`src/hdl/assert_macros.svh`:
```
// assertion macros included by the top-level rtl file
`ifndef ASSERT_MACROS_SVH
`define ASSERT_MACROS_SVH

// same-cycle implication, checked on every rising clk edge out of reset
`define PMR_ASSERT_IMP(lbl, ante, cons, msg) \
	lbl: assert property (@(posedge clk) disable iff (!arst_n) (ante) |-> (cons)) \
		else $error(msg);

// next-cycle implication
`define PMR_ASSERT_NXT(lbl, ante, cons, msg) \
	lbl: assert property (@(posedge clk) disable iff (!arst_n) (ante) |=> (cons)) \
		else $error(msg);

`endif

```
`src/hdl/pmr_pkg.sv`:
```
// shared constants, types and trig tables of the polar multiply unit
package pmr_pkg;

	localparam int RADIUS_BITS_DEF   = 16;
	localparam int ANGLE_BITS_DEF    = 16;
	localparam int FRACTION_BITS_DEF = 8;

	localparam int TRIG_FRAC    = 30;
	localparam int TRIG_BITS    = TRIG_FRAC + 1;
	localparam int Q30_ONE      = 1 << TRIG_FRAC;
	// pi / 180 in q30
	localparam int DEG_Q30      = 18740330;
	localparam int TAYLOR_TERMS = 24;

	localparam int FULL_TURN    = 360;
	localparam int QUARTER_TURN = 90;
	localparam int MOD_W        = 10;
	localparam int RED_W        = 9;
	localparam int DEG_W        = 7;

	localparam int DIGIT_BITS   = 4;
	localparam int CELL_COUNT   = (TRIG_BITS + DIGIT_BITS - 1) / DIGIT_BITS;

	typedef enum logic [1:0] {
		QUAD_I,
		QUAD_II,
		QUAD_III,
		QUAD_IV
	} quad_t;

	typedef logic [TRIG_BITS-1:0] trig_t;
	typedef trig_t trig_tab_t [0:QUARTER_TURN-1];

	// taylor series of sin or cos for every whole degree of one quadrant
	function automatic trig_tab_t build_trig_table(input logic want_sin);
		trig_tab_t   tab;
		logic [63:0] x;
		logic [63:0] x2;
		logic [63:0] s;
		logic [63:0] ts;
		logic [63:0] c;
		logic [63:0] tc;
		for (int d = 0; d < QUARTER_TURN; d++) begin
			x  = 64'(d) * 64'(DEG_Q30);
			x2 = (x * x) >> TRIG_FRAC;
			s  = x;
			ts = x;
			c  = 64'(Q30_ONE);
			tc = 64'(Q30_ONE);
			for (int n = 1; n <= TAYLOR_TERMS; n++) begin
				ts = ((ts * x2) >> TRIG_FRAC) / 64'((2 * n) * (2 * n + 1));
				tc = ((tc * x2) >> TRIG_FRAC) / 64'((2 * n - 1) * (2 * n));
				if ((n & 1) != 0) begin
					s = s - ts;
					c = c - tc;
				end else begin
					s = s + ts;
					c = c + tc;
				end
			end
			tab[d] = want_sin ? s[TRIG_BITS-1:0] : c[TRIG_BITS-1:0];
		end
		return tab;
	endfunction

	localparam trig_tab_t SIN_TAB = build_trig_table(1'b1);
	localparam trig_tab_t COS_TAB = build_trig_table(1'b0);

endpackage

```
`src/hdl/pmr_round.sv`:
```
// output stage: drops the extra fraction bits, applies the sign and holds the result word
module pmr_round #(
	parameter int RADIUS_BITS   = pmr_pkg::RADIUS_BITS_DEF,
	parameter int ANGLE_BITS    = pmr_pkg::ANGLE_BITS_DEF,
	parameter int FRACTION_BITS = pmr_pkg::FRACTION_BITS_DEF
) (
	input  logic                                      clk,
	input  logic                                      arst_n,
	input  logic                                      in_valid,
	output logic                                      in_ready,
	input  logic [2*RADIUS_BITS+pmr_pkg::TRIG_BITS-1:0] in_acc_re,
	input  logic [2*RADIUS_BITS+pmr_pkg::TRIG_BITS-1:0] in_acc_im,
	input  logic                                      in_re_neg,
	input  logic                                      in_im_neg,
	input  logic signed [ANGLE_BITS:0]                in_sum,
	input  logic signed [2*RADIUS_BITS-1:0]           in_prod,
	output logic                                      out_valid,
	input  logic                                      out_ready,
	output logic signed [ANGLE_BITS:0]                out_sum,
	output logic signed [2*RADIUS_BITS-1:0]           out_prod,
	output logic signed [2*RADIUS_BITS+FRACTION_BITS-1:0] out_re,
	output logic signed [2*RADIUS_BITS+FRACTION_BITS-1:0] out_im
);
	import pmr_pkg::*;

	localparam int PART_W   = 2 * RADIUS_BITS + FRACTION_BITS;
	localparam int ROUND_SH = TRIG_FRAC - FRACTION_BITS;

	logic                     valid_q;
	logic signed [ANGLE_BITS:0]        sum_q;
	logic signed [2*RADIUS_BITS-1:0]   prod_q;
	logic signed [PART_W-1:0] re_q, im_q;
	logic [PART_W-1:0]        re_mag_c, im_mag_c;

	assign in_ready = !valid_q || out_ready;

	// the half lsb was already added at the head of the chain
	assign re_mag_c = PART_W'(in_acc_re >> ROUND_SH);
	assign im_mag_c = PART_W'(in_acc_im >> ROUND_SH);

	always_ff @(posedge clk or negedge arst_n) begin
		if (!arst_n) begin
			valid_q <= 1'b0;
		end else if (in_ready) begin
			valid_q <= in_valid;
		end
	end

	always_ff @(posedge clk) begin
		if (in_ready) begin
			sum_q  <= in_sum;
			prod_q <= in_prod;
			re_q   <= in_re_neg ? -re_mag_c : re_mag_c;
			im_q   <= in_im_neg ? -im_mag_c : im_mag_c;
		end
	end

	assign out_valid = valid_q;
	assign out_sum   = sum_q;
	assign out_prod  = prod_q;
	assign out_re    = re_q;
	assign out_im    = im_q;

endmodule

```
`config.mk`:
```
export PLATFORM = sky130hd
export DESIGN_NAME = pmr_round
export DESIGN_NICKNAME = d
export VERILOG_FILES = /design/src/hdl/assert_macros.svh /design/src/hdl/pmr_pkg.sv /design/src/hdl/pmr_round.sv
export SDC_FILE = /design/constraint.sdc
export NUM_CORES = 1
export LEC_CHECK = 0
export BUFFER_PORTS_ARGS = -buffer_cell sky130_fd_sc_hd__buf_4
export CAP_MARGIN = 20
export CORE_MARGIN = 3
export CORE_UTILIZATION = 40
export CTS_BUF_LIST = sky130_fd_sc_hd__clkbuf_16
export CTS_CLUSTER_DIAMETER = 50
export DETAILED_ROUTE_END_ITERATION = 10
export PLACE_DENSITY = 0.84
export SETUP_SLACK_MARGIN = 0.1
export SYNTH_ARGS = -nofsm -noshare
export SYNTH_HDL_FRONTEND = slang
export SYNTH_SLANG_ARGS = --single-unit
```
`constraint.sdc`:
```
create_clock -name clk -period 5 [get_ports clk]
set_input_delay 1 -clock clk [delete_from_list [all_inputs] [get_ports clk]]
set_output_delay 1 -clock clk [all_outputs]
set_load 0.01 [all_outputs]
```
# After elaboration in Yosys (flattened, before gate mapping)
# Cells that the tools add are included.
dict set report op_classes {
  n_addsub 2
  multipliers 0
  div 0
  magnitude_cmp 0
  n_eq_ne 0
  shifts 0
  muxes 2
  n_bitwise 0
  n_reduce_logical 2
}
# operator count
set ops {}
lappend ops {{$mux W40} 2}
lappend ops {{$neg A40 Y40} 2}
lappend ops {{$logic_not A1 Y1} 1}
lappend ops {{$logic_or A1 B1 Y1} 1}
dict set report word_totals {
  regBits 130
  latchBits 0
  ram_bits 0
  mem_bits_ro 0
  inputBits 181
  output_inout_bits 131
  memories 0
}

# Depth between registers and ports, before layout
# Gate-level depths: netlist of run 1.
dict set report depth {
  ltp_word 2
  mapped_depth 7
  depth_no_buf 7
}

# Worst setup path after synthesis of run 1
# No wires, ideal clock.
dict set report synth_timing {
  path_type {in2out}
  from {input out_ready}
  to {output in_ready}
  t_arrival_ps 4202
  setup_slack_ps -202
  cell_stages 1
  n_path_buf 0
  path_cell_list {nand2b_1}
}
dict set report synth_between {
  elab_chain_len 1
}
# element line_no
set synth_lines {}
lappend synth_lines {{start, declared} pmr_round.sv:18} ;# input logic out_ready,
lappend synth_lines {{$logic_or A1 B1 Y1} pmr_round.sv:35} ;# assign in_ready = !valid_q || out_ready;
lappend synth_lines {{end, declared} pmr_round.sv:10} ;# output logic in_ready,
# Every way passes these cells.

# Worst setup path after layout of run 1
# Same ends and word-level chain as after synthesis.

==> impl_metrics.yaml, run 1 <==
status:
  outcome: "finished, final reports clean"
place:
  postPlaceCellArea_um2: 7864
  hpwl_um: 11880
  io_buffers: 265
  gp_congestion: 0.8645
power_and_ir_drop:
  powerDensity_nw_per_um2: 364.1
  power_frac_seq: 0.439
  netSwitchingFraction: 0.2252
  internal_power_w: 0.002392
  pwr-share-clk: 0.414
  p_total_w: 0.003088
  comb_power_share: 0.147
  p_switching_w: 0.0006955
  p_leak_nw: 3.364
  ir_worst_vdd_uv: 205.4
setup_path:
  endpoint_kind: "output pin"
  crit_path_max_fanout: 41
  crit_path_start_kind: "input port"
  rr_endpoint: "out_re[35]"
  arrival_ns: 1.76
  worstSetupStartpoint: "out_ready"
  crit_end: "in_ready"
  reg2reg_from: "out_valid"
  cp.required_ns: 4.00
  rr_worst_depth: 2
  worstSetupPathType: "in2out"
  worst-r2r-setup-slack_ns: 3.07
timing:
  hold-worst-slack_ns: 0.3630
  worstMarginPinSlew_ns: 0.7479
  period_needed_ns: 2.762
  fin_skew_ns: 0.007519
  period_share: 0.5523
  rsz0062_at_grt: "false"
  fmaxAchievable_ghz: 0.3621
  setup_tns_ns: 0
  setup_viol: 0
  report.final.slew_viol_count: 0
  finalHoldViolCount: 0
  slew_headroom: 0.5014
clocking:
  clk_latency_ns: 0.41
  holdBufCountCts: 0
  cts_root_buffer: "clkbuf_16"
  htreeDepth: 4
  cts_inserted_buffers: 17
  clock-sinks: 130
  cts_resized: 0
  path_clk_slew_ns: 0.05
  postCtsSetupRepairBufs: 0
  clockBufferDepth: 2
  cts_tree: "yes"
synth:
  yosysWarnings: 0
  async_flop_share: 0.007692
  synth_top_area_share: 0.6833
  syn_avg_cell_area_um2: 14.84
  netlist_area_um2: 5669
  netlist_instances: 382
  syn-num-nets: 565
  ys_types: 34
  synth_edf_count: 129
  synth_ff_type: "edfxtp_1"
  synth_top_area_cell: "edfxtp_1"
  ys_seq_area_frac: 0.6877
  synthTopCellsByArea: "edfxtp_1 68%, xnor2_1 12%, o31ai_1 3.0%"
  ys_ff_latch: 130
  synth_most_common_cell: "edfxtp_1"
  synth_common_cells: "129 x edfxtp_1, 76 x xnor2_1, 34 x nand2_1, 26 x o21ai_0, 23 x o31ai_1"
run:
  drv_cap: 0
floorplan:
  pin_count: 312
  initial_core_util: 0.4181
  core-area_um2: 13560
  rows: 42
  die_h_um: 125.1
  die_w_um: 125.1
  dieArea_um2: 15640
route:
  wl_per_cell_um: 18.25
  drt-initial-drc-count: 274
  drt_wl_total_um: 15460
  drc_errors: 0
  antenna_left: 0
  dr.pass1.iters: 4
  via_per_inst: 5.080
  vias: 4303
final_layout:
  area_delta_synth_final_pct: 49.59
  finalInstanceArea_um2: 8481
  num_antenna_cells: 0
  finalNetCount: 841
  layout-drive-gt1-share: 0.4665
  fin_util: 0.6255
global_route:
  gr-usage-all-layers: 0.1938
  grt_max_degree: 58
  grt_antenna_before_repair: 0
  grt_pass1_wl_um: 23750
  first_global_vias: 4446
  grt-ovfl-total: 0
hold_path:
  hold_path_class: "in2async"
[cell usage in the layout, fill, tap and decap left out, drive strengths merged, types with 2 or more instances in the layout]
master    Yosys  final
nand3         8      8
and2          4      4
o41ai         9      9
nand2        34     34
nand4         4      4
o21ai        26     26
nor3          9      9
nor2         10     10
or4          11     11
nand2b        7      7
buf           2    267
bufinv        0      4
nor4          4      4
clkinvlp      0      4
edfxtp      129    129
inv           5      9
or3           5      5
clkinv        0      3
clkbuf        8     17
xnor2        76     76
ha            2      2
o31ai        23     23
[routing by layer]
metal	vias to the layer above	global-route usage	part of all wire
met5	-	0	0
met4	0	0.09247	0.035
met3	40	0.06439	0.081
met2	234	0.3344	0.52
met1	2024	0.2164	0.37
li1	2005	-	-
[power groups by stage]
| stage | clock network (W) | logic, W | registers [W] |
|---|---|---|---|
| floorplan | 0 | 0.000111 | 0.00143 |
| global placement | 0 | 0.000444 | 0.00138 |
| detailed placement | 0 | 0.000458 | 0.00138 |
| CTS | 0.00130 | 0.000460 | 0.00136 |
| global route | 0.00136 | 0.000486 | 0.00136 |
| finish | 0.00128 | 0.000455 | 0.00136 |
[worst max-delay path: stages]
cell	delay, ns
buf_4	0.11
nand2b_4	0.36
buf_4	0.28
[layout make-up]
type	instances	area [um2]
clock buffer	17	425.4
clock inverter	15	191.4
fill	1005	5077
inverter	5	18.77
multi-input combinational	237	1722
sequential	130	3899
tap	176	220.2
timing repair buffer	267	2004
[through the flow]
stage                     worst slack [ns]  std cells
after CTS                            2.231        847
after global placement               1.988        815
final                                2.239        847
after global routing                 2.185        847
after detailed placement             1.976        815
after floorplan                      1.292        382
[worst min path at each step]
stage	start	endpoint	slack [ns]	cells after the start
2_1_floorplan	arst_n	out_valid	0.70	0
3_5_place_dp	arst_n	out_valid	0.78	1
5_1_grt	arst_n	out_valid	0.34	1
3_3_place_gp	arst_n	out_valid	0.78	1
4_1_cts	arst_n	out_valid	0.34	1
6_report	arst_n	out_valid	0.36	1
[state kept, by name, summed over array words and instances, names as in the netlist]
name and cells:
out_prod 32, out_re 40, out_im 40, out_valid 1, out_sum 17
[kinds of logic after synthesis]
| group | share of synthesized area |
|---|---|
| AOI/OAI and AO/OA | 0.07393 |
| xor gates and xnor gates | 0.1174 |
| adders and majority gates | 0.004413 |
| buffers and inverters | 0.009933 |
| DFF | 0.6877 |
| and+or+nand+nor | 0.1066 |
Note: power is estimated with default switching activity, not from simulation.
==> run 2: changes to the inputs <==
--- a/config.mk
+++ b/config.mk
@@ -5,14 +5,15 @@
 export SDC_FILE = /design/constraint.sdc
 export NUM_CORES = 1
 export LEC_CHECK = 0
+export ABC_AREA = 1
 export BUFFER_PORTS_ARGS = -buffer_cell sky130_fd_sc_hd__buf_4
 export CAP_MARGIN = 20
 export CORE_MARGIN = 3
-export CORE_UTILIZATION = 40
+export CORE_UTILIZATION = 47
 export CTS_BUF_LIST = sky130_fd_sc_hd__clkbuf_16
 export CTS_CLUSTER_DIAMETER = 50
 export DETAILED_ROUTE_END_ITERATION = 10
-export PLACE_DENSITY = 0.84
+export PLACE_DENSITY = 0.89
 export SETUP_SLACK_MARGIN = 0.1
 export SYNTH_ARGS = -nofsm -noshare
 export SYNTH_HDL_FRONTEND = slang
==> constraint.sdc (replaced) <==
create_clock -name clk -period 2.8 [get_ports clk]
set_input_delay 0.56 -clock clk [delete_from_list [all_inputs] [get_ports clk]]
set_output_delay 0.56 -clock clk [all_outputs]
set_load 0.01 [all_outputs]
==> run 2 against run 1 <==
Critical path depth decreased by 1. Total power increased by 78%. Hold slack got worse by 0.048 ns. Sequential share of layout area decreased by 4.2 points. Combinational power increased by 100%. Register-to-register slack got worse by 1.8 ns. First-iteration DRC count increased by 88%. Cell count increased by 35%. Die area decreased by 1.8%. Clock skew decreased by 0.0026 ns. Critical endpoint unchanged. Core utilization increased by 7.0 points. Synthesized cell count increased by 76%.
==> impl_metrics.yaml, run 2 <==
final_layout:
  layout-drive-gt1-share: 0.3506
  mostFrequentLayoutCell: "buf_4"
  final_cell_mix: "266 x buf_4, 193 x nand2_1, 129 x edfxtp_1"
  area_delta_synth_final_pct: 42.68
  finalNetCount: 1137
  finalInstanceArea_um2: 9323
  num_antenna_cells: 0
floorplan:
  core-area_um2: 13400
  die_h_um: 123.9
  pin_count: 312
  dieArea_um2: 15350
  die_w_um: 123.9
  initial_core_util: 0.4876
  rows: 42
setup_path:
  worstSetupPathType: "reg2out"
  crit_path_max_fanout: 27
  crit_path_start_kind: "flip-flop"
  endpoint_kind: "output pin"
  arrival_ns: 1.33
  cp.required_ns: 2.24
synth:
  synth_top_area_cell: "edfxtp_1"
  synth_edf_count: 129
  synth_ff_type: "edfxtp_1"
  netlist_area_um2: 6534
  synthTopCellsByArea: "edfxtp_1 59%, nand2_1 11%, nor2_1 6.3%"
  async_flop_share: 0.007692
  synth_most_common_cell: "nand2_1"
  ys_types: 24
  synth_common_cells: "194 x nand2_1, 129 x edfxtp_1, 109 x nor2_1, 52 x inv_1, 51 x nand3_1"
  ys_seq_area_frac: 0.5967
  yosysWarnings: 0
  ys_ff_latch: 130
  syn_avg_cell_area_um2: 9.694
  syn-num-nets: 857
  netlist_instances: 674
  synth_top_area_share: 0.5929
clocking:
  postCtsSetupRepairBufs: 0
  clk_latency_ns: 0.42
  cts_tree: "yes"
  holdBufCountCts: 1
  htreeDepth: 4
  cts_inserted_buffers: 17
  cts_root_buffer: "clkbuf_16"
  path_clk_slew_ns: 0.06
  clockBufferDepth: 2
  cts_resized: 0
  clock-sinks: 130
timing:
  period_needed_ns: 1.893
  report.final.slew_viol_count: 0
  fmaxAchievable_ghz: 0.5283
  period_share: 0.6760
  setup_viol: 0
  setup_tns_ns: 0
  fin_skew_ns: 0.004899
  rsz0062_at_grt: "false"
  worstMarginPinSlew_ns: 0.4165
  finalHoldViolCount: 0
  slew_headroom: 0.7205
power_and_ir_drop:
  p_leak_nw: 4.146
  powerDensity_nw_per_um2: 589.6
  ir_worst_vdd_uv: 350.5
route:
  antenna_left: 0
  drc_errors: 0
  dr.pass1.iters: 5
  drt_wl_total_um: 19230
  via_per_inst: 5.122
  drt-initial-drc-count: 516
  wl_per_cell_um: 16.83
  vias: 5854
run:
  drv_cap: 0
global_route:
  gr-usage-all-layers: 0.2498
  grt_pass1_wl_um: 28330
  grt_antenna_before_repair: 0
  grt-ovfl-total: 0
  grt_max_degree: 78
  first_global_vias: 5481
place:
  gp_congestion: 0.9557
  hpwl_um: 14770
  io_buffers: 265
  postPlaceCellArea_um2: 8732
hold_path:
  hold_path_class: "in2reg"
status:
  outcome: "finished, final reports clean"
==> run 2: area by class of cell <==
cell class              instances  area, um2
clock buffers                  17      425.4
clock inverters                15      155.1
fillers                      1040       4078
inverters                      57      214.0
multi-input cells             480       2382
flip-flops and latches        130       3899
well taps                     176      220.2
repair buffers                268       2027
==> run 2: routing by layer <==
metal / GRT usage / vias to the layer above / part of all wire
li1: - / 2812 / -
met3: 0.07175 / 47 / 0.10
met1: 0.2901 / 2685 / 0.36
met4: 0.1081 / 0 / 0.028
met2: 0.4312 / 310 / 0.51
met5: 0 / - / 0
==> run 2: worst max-delay path: stages, from the launching register on <==
cell     delay (ns)
dfrtp_1        0.49
nand2_8        0.19
buf_4          0.21
==> run 2: kinds of logic (layout without fill, tap and decap cells) <==
kind of cell | Yosys count | in the layout | share of synthesized area
and+or+nand+nor | 410 | 410 | 0.2769
DFF | 130 | 130 | 0.5967
buffers and inverters | 64 | 357 | 0.04117
xor gates and xnor gates | 42 | 42 | 0.05745
AOI/OAI and AO/OA | 26 | 26 | 0.02394
adders and majority gates | 2 | 2 | 0.003829
==> run 2: worst paths after layout <==
check,from,slack [ns],cells after the start,to
max reg2reg,out_valid,1.30,2,out_re[31]
max in group asynchronous,arst_n,2.26,2,out_valid
min,in_sum[1],0.32,1,out_sum[1]
min reg2reg,out_valid,0.90,1,out_im[29]
min in group asynchronous,arst_n,0.46,2,out_valid
max,out_valid,0.91,2,in_ready
==> run 2: report_power, final <==
group	internal, W	switching [W]
combinational	0.000423	0.000490
sequential	0.00235	0.0000552
clock	0.00138	0.000796
==> run 2: metrics by stage <==
stage | utilization | total power (W) | cells | hold slack (ns) | worst slack (ns)
floorplan | - | 0.002823 | 674 | 0.2644 | 0.7221
global placement | 0.6516 | 0.003333 | 1110 | 0.3354 | 0.8456
detailed placement | 0.6516 | 0.003354 | 1110 | 0.3376 | 0.7831
CTS | 0.6957 | 0.005527 | 1143 | 0.3017 | 0.9159
global route | 0.6957 | 0.005704 | 1143 | 0.2987 | 0.8588
finish | 0.6957 | 0.005496 | 1143 | 0.3150 | 0.9071
