==> src/hdl/assert_macros.svh <==
// assertion macros included by the top-level rtl file
`ifndef ASSERT_MACROS_SVH
`define ASSERT_MACROS_SVH

// same-cycle implication, checked on every rising clk edge out of reset
`define PMR_ASSERT_IMP(lbl, ante, cons, msg) \
	lbl: assert property (@(posedge clk) disable iff (!arst_n) (ante) |-> (cons)) \
		else $error(msg);

// next-cycle implication
`define PMR_ASSERT_NXT(lbl, ante, cons, msg) \
	lbl: assert property (@(posedge clk) disable iff (!arst_n) (ante) |=> (cons)) \
		else $error(msg);

`endif

==> src/hdl/pmr_pkg.sv <==
// shared constants, types and trig tables of the polar multiply unit
package pmr_pkg;

	localparam int RADIUS_BITS_DEF   = 16;
	localparam int ANGLE_BITS_DEF    = 16;
	localparam int FRACTION_BITS_DEF = 8;

	localparam int TRIG_FRAC    = 30;
	localparam int TRIG_BITS    = TRIG_FRAC + 1;
	localparam int Q30_ONE      = 1 << TRIG_FRAC;
	// pi / 180 in q30
	localparam int DEG_Q30      = 18740330;
	localparam int TAYLOR_TERMS = 24;

	localparam int FULL_TURN    = 360;
	localparam int QUARTER_TURN = 90;
	localparam int MOD_W        = 10;
	localparam int RED_W        = 9;
	localparam int DEG_W        = 7;

	localparam int DIGIT_BITS   = 4;
	localparam int CELL_COUNT   = (TRIG_BITS + DIGIT_BITS - 1) / DIGIT_BITS;

	typedef enum logic [1:0] {
		QUAD_I,
		QUAD_II,
		QUAD_III,
		QUAD_IV
	} quad_t;

	typedef logic [TRIG_BITS-1:0] trig_t;
	typedef trig_t trig_tab_t [0:QUARTER_TURN-1];

	// taylor series of sin or cos for every whole degree of one quadrant
	function automatic trig_tab_t build_trig_table(input logic want_sin);
		trig_tab_t   tab;
		logic [63:0] x;
		logic [63:0] x2;
		logic [63:0] s;
		logic [63:0] ts;
		logic [63:0] c;
		logic [63:0] tc;
		for (int d = 0; d < QUARTER_TURN; d++) begin
			x  = 64'(d) * 64'(DEG_Q30);
			x2 = (x * x) >> TRIG_FRAC;
			s  = x;
			ts = x;
			c  = 64'(Q30_ONE);
			tc = 64'(Q30_ONE);
			for (int n = 1; n <= TAYLOR_TERMS; n++) begin
				ts = ((ts * x2) >> TRIG_FRAC) / 64'((2 * n) * (2 * n + 1));
				tc = ((tc * x2) >> TRIG_FRAC) / 64'((2 * n - 1) * (2 * n));
				if ((n & 1) != 0) begin
					s = s - ts;
					c = c - tc;
				end else begin
					s = s + ts;
					c = c + tc;
				end
			end
			tab[d] = want_sin ? s[TRIG_BITS-1:0] : c[TRIG_BITS-1:0];
		end
		return tab;
	endfunction

	localparam trig_tab_t SIN_TAB = build_trig_table(1'b1);
	localparam trig_tab_t COS_TAB = build_trig_table(1'b0);

endpackage

==> src/hdl/pmr_mul_cell.sv <==
// one cell of the multiply chain: adds magnitude times one trig digit to both accumulators
module pmr_mul_cell #(
	parameter int ACC_W  = 2 * pmr_pkg::RADIUS_BITS_DEF + pmr_pkg::TRIG_BITS,
	parameter int SIDE_W = pmr_pkg::ANGLE_BITS_DEF + 1 + 2 * pmr_pkg::RADIUS_BITS_DEF + 2
) (
	input  logic              clk,
	input  logic              arst_n,
	input  logic              in_valid,
	output logic              in_ready,
	input  logic [ACC_W-1:0]  in_mag,
	input  pmr_pkg::trig_t    in_cos,
	input  pmr_pkg::trig_t    in_sin,
	input  logic [ACC_W-1:0]  in_acc_re,
	input  logic [ACC_W-1:0]  in_acc_im,
	input  logic [SIDE_W-1:0] in_side,
	output logic              out_valid,
	input  logic              out_ready,
	output logic [ACC_W-1:0]  out_mag,
	output pmr_pkg::trig_t    out_cos,
	output pmr_pkg::trig_t    out_sin,
	output logic [ACC_W-1:0]  out_acc_re,
	output logic [ACC_W-1:0]  out_acc_im,
	output logic [SIDE_W-1:0] out_side
);
	import pmr_pkg::*;

	logic              valid_q;
	logic [ACC_W-1:0]  mag_q;
	trig_t             cos_q, sin_q;
	logic [ACC_W-1:0]  acc_re_q, acc_im_q;
	logic [SIDE_W-1:0] side_q;
	logic [ACC_W-1:0]  pp_re_c, pp_im_c;

	assign in_ready = !valid_q || out_ready;

	// low digit of each trig value; the next cell sees the following digit
	assign pp_re_c = in_mag * ACC_W'(in_cos[DIGIT_BITS-1:0]);
	assign pp_im_c = in_mag * ACC_W'(in_sin[DIGIT_BITS-1:0]);

	always_ff @(posedge clk or negedge arst_n) begin
		if (!arst_n) begin
			valid_q <= 1'b0;
		end else if (in_ready) begin
			valid_q <= in_valid;
		end
	end

	always_ff @(posedge clk) begin
		if (in_ready) begin
			mag_q    <= in_mag << DIGIT_BITS;
			cos_q    <= in_cos >> DIGIT_BITS;
			sin_q    <= in_sin >> DIGIT_BITS;
			acc_re_q <= in_acc_re + pp_re_c;
			acc_im_q <= in_acc_im + pp_im_c;
			side_q   <= in_side;
		end
	end

	assign out_valid  = valid_q;
	assign out_mag    = mag_q;
	assign out_cos    = cos_q;
	assign out_sin    = sin_q;
	assign out_acc_re = acc_re_q;
	assign out_acc_im = acc_im_q;
	assign out_side   = side_q;

endmodule

==> config.mk <==
export PLATFORM = sky130hd
export DESIGN_NAME = pmr_mul_cell
export DESIGN_NICKNAME = d
export VERILOG_FILES = /design/src/hdl/assert_macros.svh /design/src/hdl/pmr_pkg.sv /design/src/hdl/pmr_mul_cell.sv
export SDC_FILE = /design/constraint.sdc
export NUM_CORES = 1
export LEC_CHECK = 0
export BUFFER_PORTS_ARGS = -buffer_cell sky130_fd_sc_hd__buf_2
export CAP_MARGIN = 10
export CORE_ASPECT_RATIO = 0.75
export CORE_UTILIZATION = 40
export CTS_CLUSTER_SIZE = 16
export DETAILED_ROUTE_END_ITERATION = 8
export GPL_TIMING_DRIVEN = 0
export PLACE_DENSITY = 0.67
export SLEW_MARGIN = 20
export SYNTH_ARGS = -nofsm -noshare
export SYNTH_HDL_FRONTEND = slang
export SYNTH_SLANG_ARGS = --single-unit
==> constraint.sdc <==
create_clock -name clk -period 10.5 [get_ports clk]
set_input_delay 1.05 -clock clk [delete_from_list [all_inputs] [get_ports clk]]
set_output_delay 1.05 -clock clk [all_outputs]
set_load 0.01 [all_outputs]
* Word level (Yosys, flattened, before mapping)
Cells that the tools add are included.
** Operators by class
- Multiply operators :: 2
- Order comparisons :: 0
- Equality and inequality tests :: 0
- Add/subtract/negate cells :: 2
- Reductions and logical operators :: 2
- Shifts and indexed selects :: 0
- Div/mod/pow operators :: 0
- Multiplexer cells :: 0
- Bitwise operators :: 0
** Operator list (number)
- 63-bit adder :: 2
- 63-bit by 4-bit multiplier with 63-bit output :: 2
- 1-bit zero test :: 1
- 1-bit logical OR :: 1
** Storage, ports and cells
- Bits in latches :: 0
- Output and inout bits :: 304
- Memories :: 0
- Word-level logic and storage cells :: 13
- Memory bits (writable) :: 0
- Register bits :: 291
- ROM bits :: 0
- Bits of input ports :: 306

* Longest topological paths before layout
Gate-level depths: netlist of run 1.
- Depth after elaboration :: 2
- Depth in mapped cells :: 20
- Depth with buffers taken out :: 18

* Worst setup path after synthesis of run 1
No wires, ideal clock.
- Kind :: input port to output port
- Start point :: input port out_ready
- End point :: output port in_ready
- Setup slack :: 1380 ps
- Required time :: 9450 ps
- Cell stages on the path :: 1
- Path buffers :: 0
- Arrival time :: 8070 ps
- Cells stage by stage :: nand2b_1
** On the way
- Longest elaborated chain between the ends :: 1
** Ends and longest elaborated chain
- from (decl) :: line pmr_mul_cell.sv:17 : input logic out_ready,
- 1-bit logical OR :: line pmr_mul_cell.sv:34 : assign in_ready = !valid_q || out_ready;
- to (decl) :: line pmr_mul_cell.sv:9 : output logic in_ready,
Every way passes these cells.

* Worst setup path after layout of run 1
- Start point :: input port in_sin[2]
- End point :: register acc_im_q[56], in the netlist out_acc_im[56] (data pin)
** On the way
- Longest elaborated chain between the ends :: 2
** Ends and longest elaborated chain
- from (decl) :: line pmr_mul_cell.sv:12 : input pmr_pkg::trig_t in_sin,
- 63-bit by 4-bit multiplier with 63-bit output :: line pmr_mul_cell.sv:38 : assign pp_im_c = in_mag * ACC_W'(in_sin[DIGIT_BITS-1:0]);
- 63-bit adder :: line pmr_mul_cell.sv:54 : acc_im_q <= in_acc_im + pp_im_c;
- to (signal assigned) :: line pmr_mul_cell.sv:54
- to (decl) :: line pmr_mul_cell.sv:30 : logic [ACC_W-1:0] acc_re_q, acc_im_q;
Every way passes these cells.
A chain may end at the register's enable or synchronous reset.

==> flow_metrics.env, run 1 <==
export IMPL_cp_end_kind="flip-flop"
export IMPL_rr_startpoint="out_valid$_DFFE_PN0P_"
export IMPL_placedCellCount=4346
export IMPL_seqPwrFrac_pct=25.4
export IMPL_clock_root_buffer="clkbuf_16"
export IMPL_rsz0062_at_grt="no"
export IMPL_power_switching_mw=3.10
export IMPL_skew_ns=0.0204
export IMPL_yosys_most_used_dff="edfxtp_1"
export IMPL_grt_max_degree=58
export IMPL_clk_latency_ns=0.56
export IMPL_gp_congestion=0.926
export IMPL_worstHoldPathType="in2async"
export IMPL_die_h_um=233
export IMPL_cts_max_level=2
export IMPL_power_frac_comb_pct=57.2
export IMPL_wl_per_cell_um=20.0
export IMPL_clk_pin_slew_ns=0.06
export IMPL_io_buffers=595
export IMPL_crit_arrival_ns=6.78
export IMPL_tritoncts="built"
export IMPL_vias=21700
export IMPL_post_cts_buffers=0
export IMPL_crit_path_frequent_cell="fa_1"
export IMPL_wl_um=88600
export IMPL_initial_core_util_pct=40.6
export IMPL_synth_edf_count=290
export IMPL_peakVddDrop_mv=0.127
export IMPL_maxSlewViolCount=0
export IMPL_netlist_top_cells_area="edfxtp_1 31%, fa_1 25%, and2_1 10%, inv_1 7.3%, ha_1 5.8%"
export IMPL_num_rows=84
export IMPL_dieArea_um2=72400
export IMPL_final_hold_viol_count=0
export IMPL_crit_path_start_kind="primary input"
export IMPL_r2r_slack_ns=8.56
export IMPL_reg2regPathDepth=3
export IMPL_yosys_area_top_type="edfxtp_1"
export IMPL_status="complete, no violations"
export IMPL_grt_pass1_wl_um=132000
export IMPL_final_cell_count_no_fill=4421
export IMPL_yosysWarnings=0
export IMPL_final_util_pct=48.5
export IMPL_grt_pass1_vias=21600
export IMPL_drt_first_iter_violations=1650
export IMPL_numCtsBuffers=34
export IMPL_ctsResizeCount=0
export IMPL_slowest_delay_ns=0.64
export IMPL_worst_hold_slack_ns=0.248
export IMPL_die_x_um=310
export IMPL_hpwl_um=73100
export IMPL_ys_types=74
export IMPL_cp_required_ns=10.79
export IMPL_synth_async_reset_ratio_pct=0.344
export IMPL_clock_sinks=291
export IMPL_coreArea_um2=70300
export IMPL_dr_pass1_iters=5
export IMPL_setup_viol=0
export IMPL_yosysSeqAreaShare_pct=30.6
export IMPL_fin_crit_sh_pct=61.8
export IMPL_synth_avg_cell_area_um2=10.2
export IMPL_post_route_drc_count=0
export IMPL_p_leak_nw=16.5
export IMPL_slew_headroom_pct=46.8
export IMPL_syn_inst=2789
export IMPL_vias_per_cell=4.91
export IMPL_drive_gt1_share_pct=19.9
export IMPL_max_freq_mhz=154
export IMPL_area_growth_pct=19.5
export IMPL_reg2reg_to="out_acc_im[47]$_DFFE_PP_"
export IMPL_antenna_found_initial=22
export IMPL_worstPathMaxFanout=10
export IMPL_intPower_mw=4.19
export IMPL_p_per_area_nw_per_um2=214
export IMPL_worst_setup_path_type="in2reg"
export IMPL_p_clk_share_pct=17.4
export IMPL_ctsHoldBuffers=0
export IMPL_syn_area_um2=28500
export IMPL_antenna_left=0
export IMPL_ios=610
export IMPL_grt_total_usage_pct=24.5
export IMPL_layout_setup_ws_ns=4.01
export IMPL_grt_overflow=0
export IMPL_netSwitchingFraction_pct=42.5
export IMPL_synth_top_area_share_pct=30.5
export IMPL_finalNetCount=4232
export IMPL_synth_seq_cells=291
export IMPL_cp_cell_sequence="buf_2 > clkbuf_1 > nand2_1 > fa_1 > fa_1 > fa_1 > inv_1 > ha_1 > a211oi_1 > o21ai_1 > a31o_2 > a21oi_2 > o221ai_1 > o21ai_1 > o21ai_2 > or4_1 > a31oi_1 > xnor2_1"
export IMPL_period_needed_ns=6.49
export IMPL_fillCellCount=6588
export IMPL_place_ws_ns=3.44
export IMPL_maxCapViolCount=0
export IMPL_slowest_stage="clkbuf_1"
export IMPL_clk_path_buf_depth=3
export IMPL_worst_pin_slew_ns=0.798
[per-layer routing]
| layer | wire length, um | vias up | global-route usage [%] |
|---|---|---|---|
| met5 | 88 | - | 0 |
| met4 | 2930 | 12 | 8.59 |
| met3 | 5110 | 141 | 3.83 |
| met2 | 40700 | 758 | 39.0 |
| met1 | 39700 | 10500 | 33.9 |
| li1 | - | 10300 | - |
[stage by stage]
stage	setup TNS [ns]	cell area (um2)	total power, mW
CTS	0	34000	7.33
finish	0	34100	7.29
global route	0	34100	7.89
floorplan	0	28600	4.75
global placement	-423.72	32700	6.01
detailed placement	0	32900	6.00
[worst max-delay path by stage]
stage	startpoint	endpoint	slack, ns	depth (start not counted)
6_report	in_sin[2]	out_acc_im[56]$_DFFE_PP_	4.01	18
5_1_grt	in_sin[1]	out_acc_im[62]$_DFFE_PP_	3.67	18
4_1_cts	in_cos[3]	out_acc_re[53]$_DFFE_PP_	4.05	20
3_5_place_dp	in_cos[3]	out_acc_re[53]$_DFFE_PP_	3.44	20
3_3_place_gp	out_ready	in_ready	-2.94	3
2_1_floorplan	out_ready	in_ready	1.38	1
[layout by cell type, fill, tap and decap left out, types with 66 or more instances in the layout]
cell	instances
a21o_1	85
and2_1	459
inv_1	551
xnor2_1	91
o21ai_0	66
a21oi_1	141
clkbuf_1	94
ha_1	132
nand2_1	115
edfxtp_1	290
buf_2	595
fa_1	358
[worst max-delay path, delay by kind of cell]
kind / cells / cell delay (ns)
buffers and inverters: 3 / 0.91
and+or+nand+nor: 2 / 0.70
AOI/OAI and AO/OA: 8 / 2.30
xor gates and xnor gates: 1 / 0.10
adders and majority gates: 4 / 1.71
[power by group through the flow]
| stage | Combinational (mW) | Clock [mW] | Sequential, mW |
|---|---|---|---|
| after floorplan | 2.69 | 0 | 2.06 |
| after global placement | 4.11 | 0 | 1.90 |
| after detailed placement | 4.13 | 0 | 1.87 |
| after CTS | 4.16 | 1.31 | 1.86 |
| after global routing | 4.66 | 1.35 | 1.88 |
| final | 4.17 | 1.27 | 1.85 |
[state kept, by name, indices dropped and copies added (netlist names)]
register / cells
out_sin: 27
out_cos: 27
out_acc_re: 63
out_side: 51
out_mag: 59
out_acc_im: 63
out_valid: 1
[kinds of logic after synthesis]
| family | share of synthesized area, % |
|---|---|
| compound gates | 9.95 |
| xor+xnor | 3.93 |
| fa+ha+maj | 30.9 |
| buf+inv | 8.86 |
| flops | 30.6 |
| mux | 0.0702 |
| other cells | 0.0131 |
| simple gates | 15.7 |
[synthesized netlist by cell type (all sizes together) (16+ instances only)]
cell type    n
inv        551
and2       459
xor2        37
nand4       21
nor3        19
o21ai       74
clkbuf      91
and3        21
ha         132
nor2        57
a31oi       19
nand2      115
a211oi      16
fa         358
a21o        87
xnor2       91
nor2b       18
a21oi      143
edfxtp     290
nand3       31
[final cells by class]
class	count	area [um2]	area share, %
repair buffers	600	3120	9.14
flip-flops and latches	291	8730	25.6
diodes	16	40.0	0.117
multi-input cells	1852	17300	50.8
inverters	551	2070	6.07
clock inverters	21	282	0.826
plain buffers	106	458	1.34
well taps	946	1180	3.47
clock buffers	38	887	2.60
Note: power is estimated with default switching activity, not from simulation.
==> run 2: changes to the inputs <==
clock period = 6.07 ns   (was 10.5 ns; I/O delays follow)
==> run 2 against run 1 <==
Sequential share of layout area about the same. Highest routed layer unchanged. Design area decreased by 0.14%. Clock-buffer cell count increased by 6. Worst setup slack got worse by 3.9 ns. Largest cell class unchanged.
==> flow_metrics.env, run 2 (synthesized netlist as in run 1, its figures left out) <==
export IMPL_worstPathMaxFanout=10
export IMPL_final_hold_viol_count=0
export IMPL_num_rows=84
export IMPL_tns_ns=0
export IMPL_clk_path_buf_depth=3
export IMPL_cp_end_kind="flip-flop"
export IMPL_clock_root_buffer="clkbuf_16"
export IMPL_worst_pin_slew_ns=0.748
export IMPL_dr_pass1_iters=5
export IMPL_drt_first_iter_violations=1797
export IMPL_setup_viol=0
export IMPL_rsz0062_at_grt="no"
export IMPL_placedCellCount=4346
export IMPL_io_buffers=595
export IMPL_grt_pass1_vias=21600
export IMPL_final_util_pct=48.4
export IMPL_post_route_drc_count=0
export IMPL_worst_setup_path_type="in2reg"
export IMPL_rr_startpoint="out_valid$_DFFE_PN0P_"
export IMPL_layout_setup_ws_ns=0.133
export IMPL_final_cell_count_no_fill=4419
export IMPL_crit_path_start_kind="primary input"
export IMPL_vias_per_cell=4.89
export IMPL_wl_um=89200
export IMPL_reg2reg_to="out_acc_im[40]$_DFFE_PP_"
export IMPL_die_h_um=233
export IMPL_place_ws_ns=-0.617
export IMPL_p_per_area_nw_per_um2=367
export IMPL_cts_max_level=2
export IMPL_skew_ns=0.0179
export IMPL_mostFrequentLayoutCells="595 x buf_2, 551 x inv_1, 459 x and2_1, 358 x fa_1, 290 x edfxtp_1"
export IMPL_ios=610
export IMPL_fin_crit_sh_pct=97.8
export IMPL_die_x_um=310
export IMPL_clk_pin_slew_ns=0.06
export IMPL_peakVddDrop_mv=0.257
export IMPL_wl_per_cell_um=20.2
export IMPL_r2r_slack_ns=3.72
export IMPL_tritoncts="built"
export IMPL_antenna_left=0
export IMPL_slew_headroom_pct=50.2
export IMPL_maxCapViolCount=0
export IMPL_maxSlewViolCount=0
export IMPL_status="complete, no violations"
export IMPL_multi_input_area_um2=17300
export IMPL_gp_congestion=0.919
export IMPL_numCtsBuffers=35
export IMPL_hpwl_um=73500
export IMPL_cp_required_ns=6.37
export IMPL_worstHoldPathType="in2reg"
export IMPL_grt_total_usage_pct=24.7
export IMPL_max_freq_mhz=168
export IMPL_grt_overflow=0
export IMPL_drive_gt1_share_pct=20.2
export IMPL_vias=21600
export IMPL_hold_depth=1
export IMPL_initial_core_util_pct=40.6
export IMPL_grt_max_degree=58
export IMPL_crit_arrival_ns=6.24
export IMPL_finalNetCount=4232
export IMPL_reg2regPathDepth=4
export IMPL_seqCellArea_um2=8730
export IMPL_area_growth_pct=19.3
export IMPL_mostFrequentLayoutCell="buf_2"
export IMPL_clk_latency_ns=0.57
export IMPL_p_leak_nw=16.5
export IMPL_post_cts_buffers=0
export IMPL_dieArea_um2=72400
export IMPL_hp_start="in_sin[16]"
export IMPL_worst_hold_slack_ns=0.208
export IMPL_grt_pass1_wl_um=134000
export IMPL_fillCellCount=6636
export IMPL_clock_sinks=291
export IMPL_coreArea_um2=70300
export IMPL_whs_endpoint="out_sin[12]$_DFFE_PP_"
export IMPL_period_needed_ns=5.94
export IMPL_antenna_found_initial=17
run 2: cell type report:
| cell class | instances | share of cell area, % |
|---|---|---|
| clock buffer | 44 | 2.73 |
| buffer | 104 | 1.37 |
| antenna | 12 | 0.0882 |
| inverter | 551 | 6.08 |
| timing repair buffer | 601 | 9.18 |
| multi-input combinational | 1852 | 50.9 |
| sequential | 291 | 25.7 |
| tap | 946 | 3.48 |
| clock inverter | 18 | 0.526 |
run 2: worst max path at each step:
| stage | startpoint | cells after the start | to |
|---|---|---|---|
| finish | in_sin[1] | 19 | out_acc_im[56]$_DFFE_PP_ |
| CTS | in_sin[1] | 18 | out_acc_im[56]$_DFFE_PP_ |
| floorplan | in_sin[3] | 20 | out_acc_im[56]$_DFFE_PP_ |
| detailed placement | in_cos[3] | 20 | out_acc_re[53]$_DFFE_PP_ |
| global route | in_sin[2] | 20 | out_acc_im[62]$_DFFE_PP_ |
| global placement | out_ready | 3 | in_ready |
run 2: repair_timing:
| action | 4_1_cts | 5_1_grt |
|---|---|---|
| hold buffers | 1 | 0 |
| endpoints found under the hold margin | 1 | 0 |
| setup endpoints to repair | 1 | 10 |
| resized for setup | 1 | 23 |
| pin swaps | 0 | 0 |
run 2: critical path, stage by stage:
cell and delay (ns):
buf_2 0.27, clkbuf_1 0.46, and2_1 0.24, fa_1 0.44, fa_1 0.50, inv_1 0.05, fa_1 0.49, inv_1 0.05
ha_1 0.38, a21oi_1 0.29, o21ai_1 0.10, a2111o_1 0.43, a31oi_2 0.22, o221ai_1 0.20, o21ai_1 0.50, o21ai_2 0.18
or4_1 0.50, a31oi_1 0.22, xnor2_1 0.10
run 2: stage by stage:
| stage | power (mW) | area, um2 |
|---|---|---|
| floorplan | 8.19 | 28600 |
| global placement | 10.3 | 32700 |
| detailed placement | 10.3 | 32900 |
| CTS | 12.5 | 34000 |
| global route | 13.5 | 34000 |
| finish | 12.5 | 34000 |
run 2: per-layer routing:
| layer | routed length (um) | global-route usage, % | vias up | share of wire (%) |
|---|---|---|---|---|
| met5 | 59 | 0 | - | 0.066 |
| met4 | 3180 | 8.61 | 8 | 3.6 |
| met3 | 5200 | 3.94 | 135 | 5.8 |
| met2 | 40700 | 39.3 | 767 | 46 |
| met1 | 40100 | 34.2 | 10400 | 45 |
| li1 | - | - | 10300 | - |
run 2: where the power goes:
group          total (mW)  internal (mW)  switching [mW]  leakage [nW]
logic                7.18           2.87            4.31          13.1
registers            3.20           3.06           0.140          2.93
clock network        2.09           1.18           0.909         0.533
total                12.5           7.12            5.36          16.5
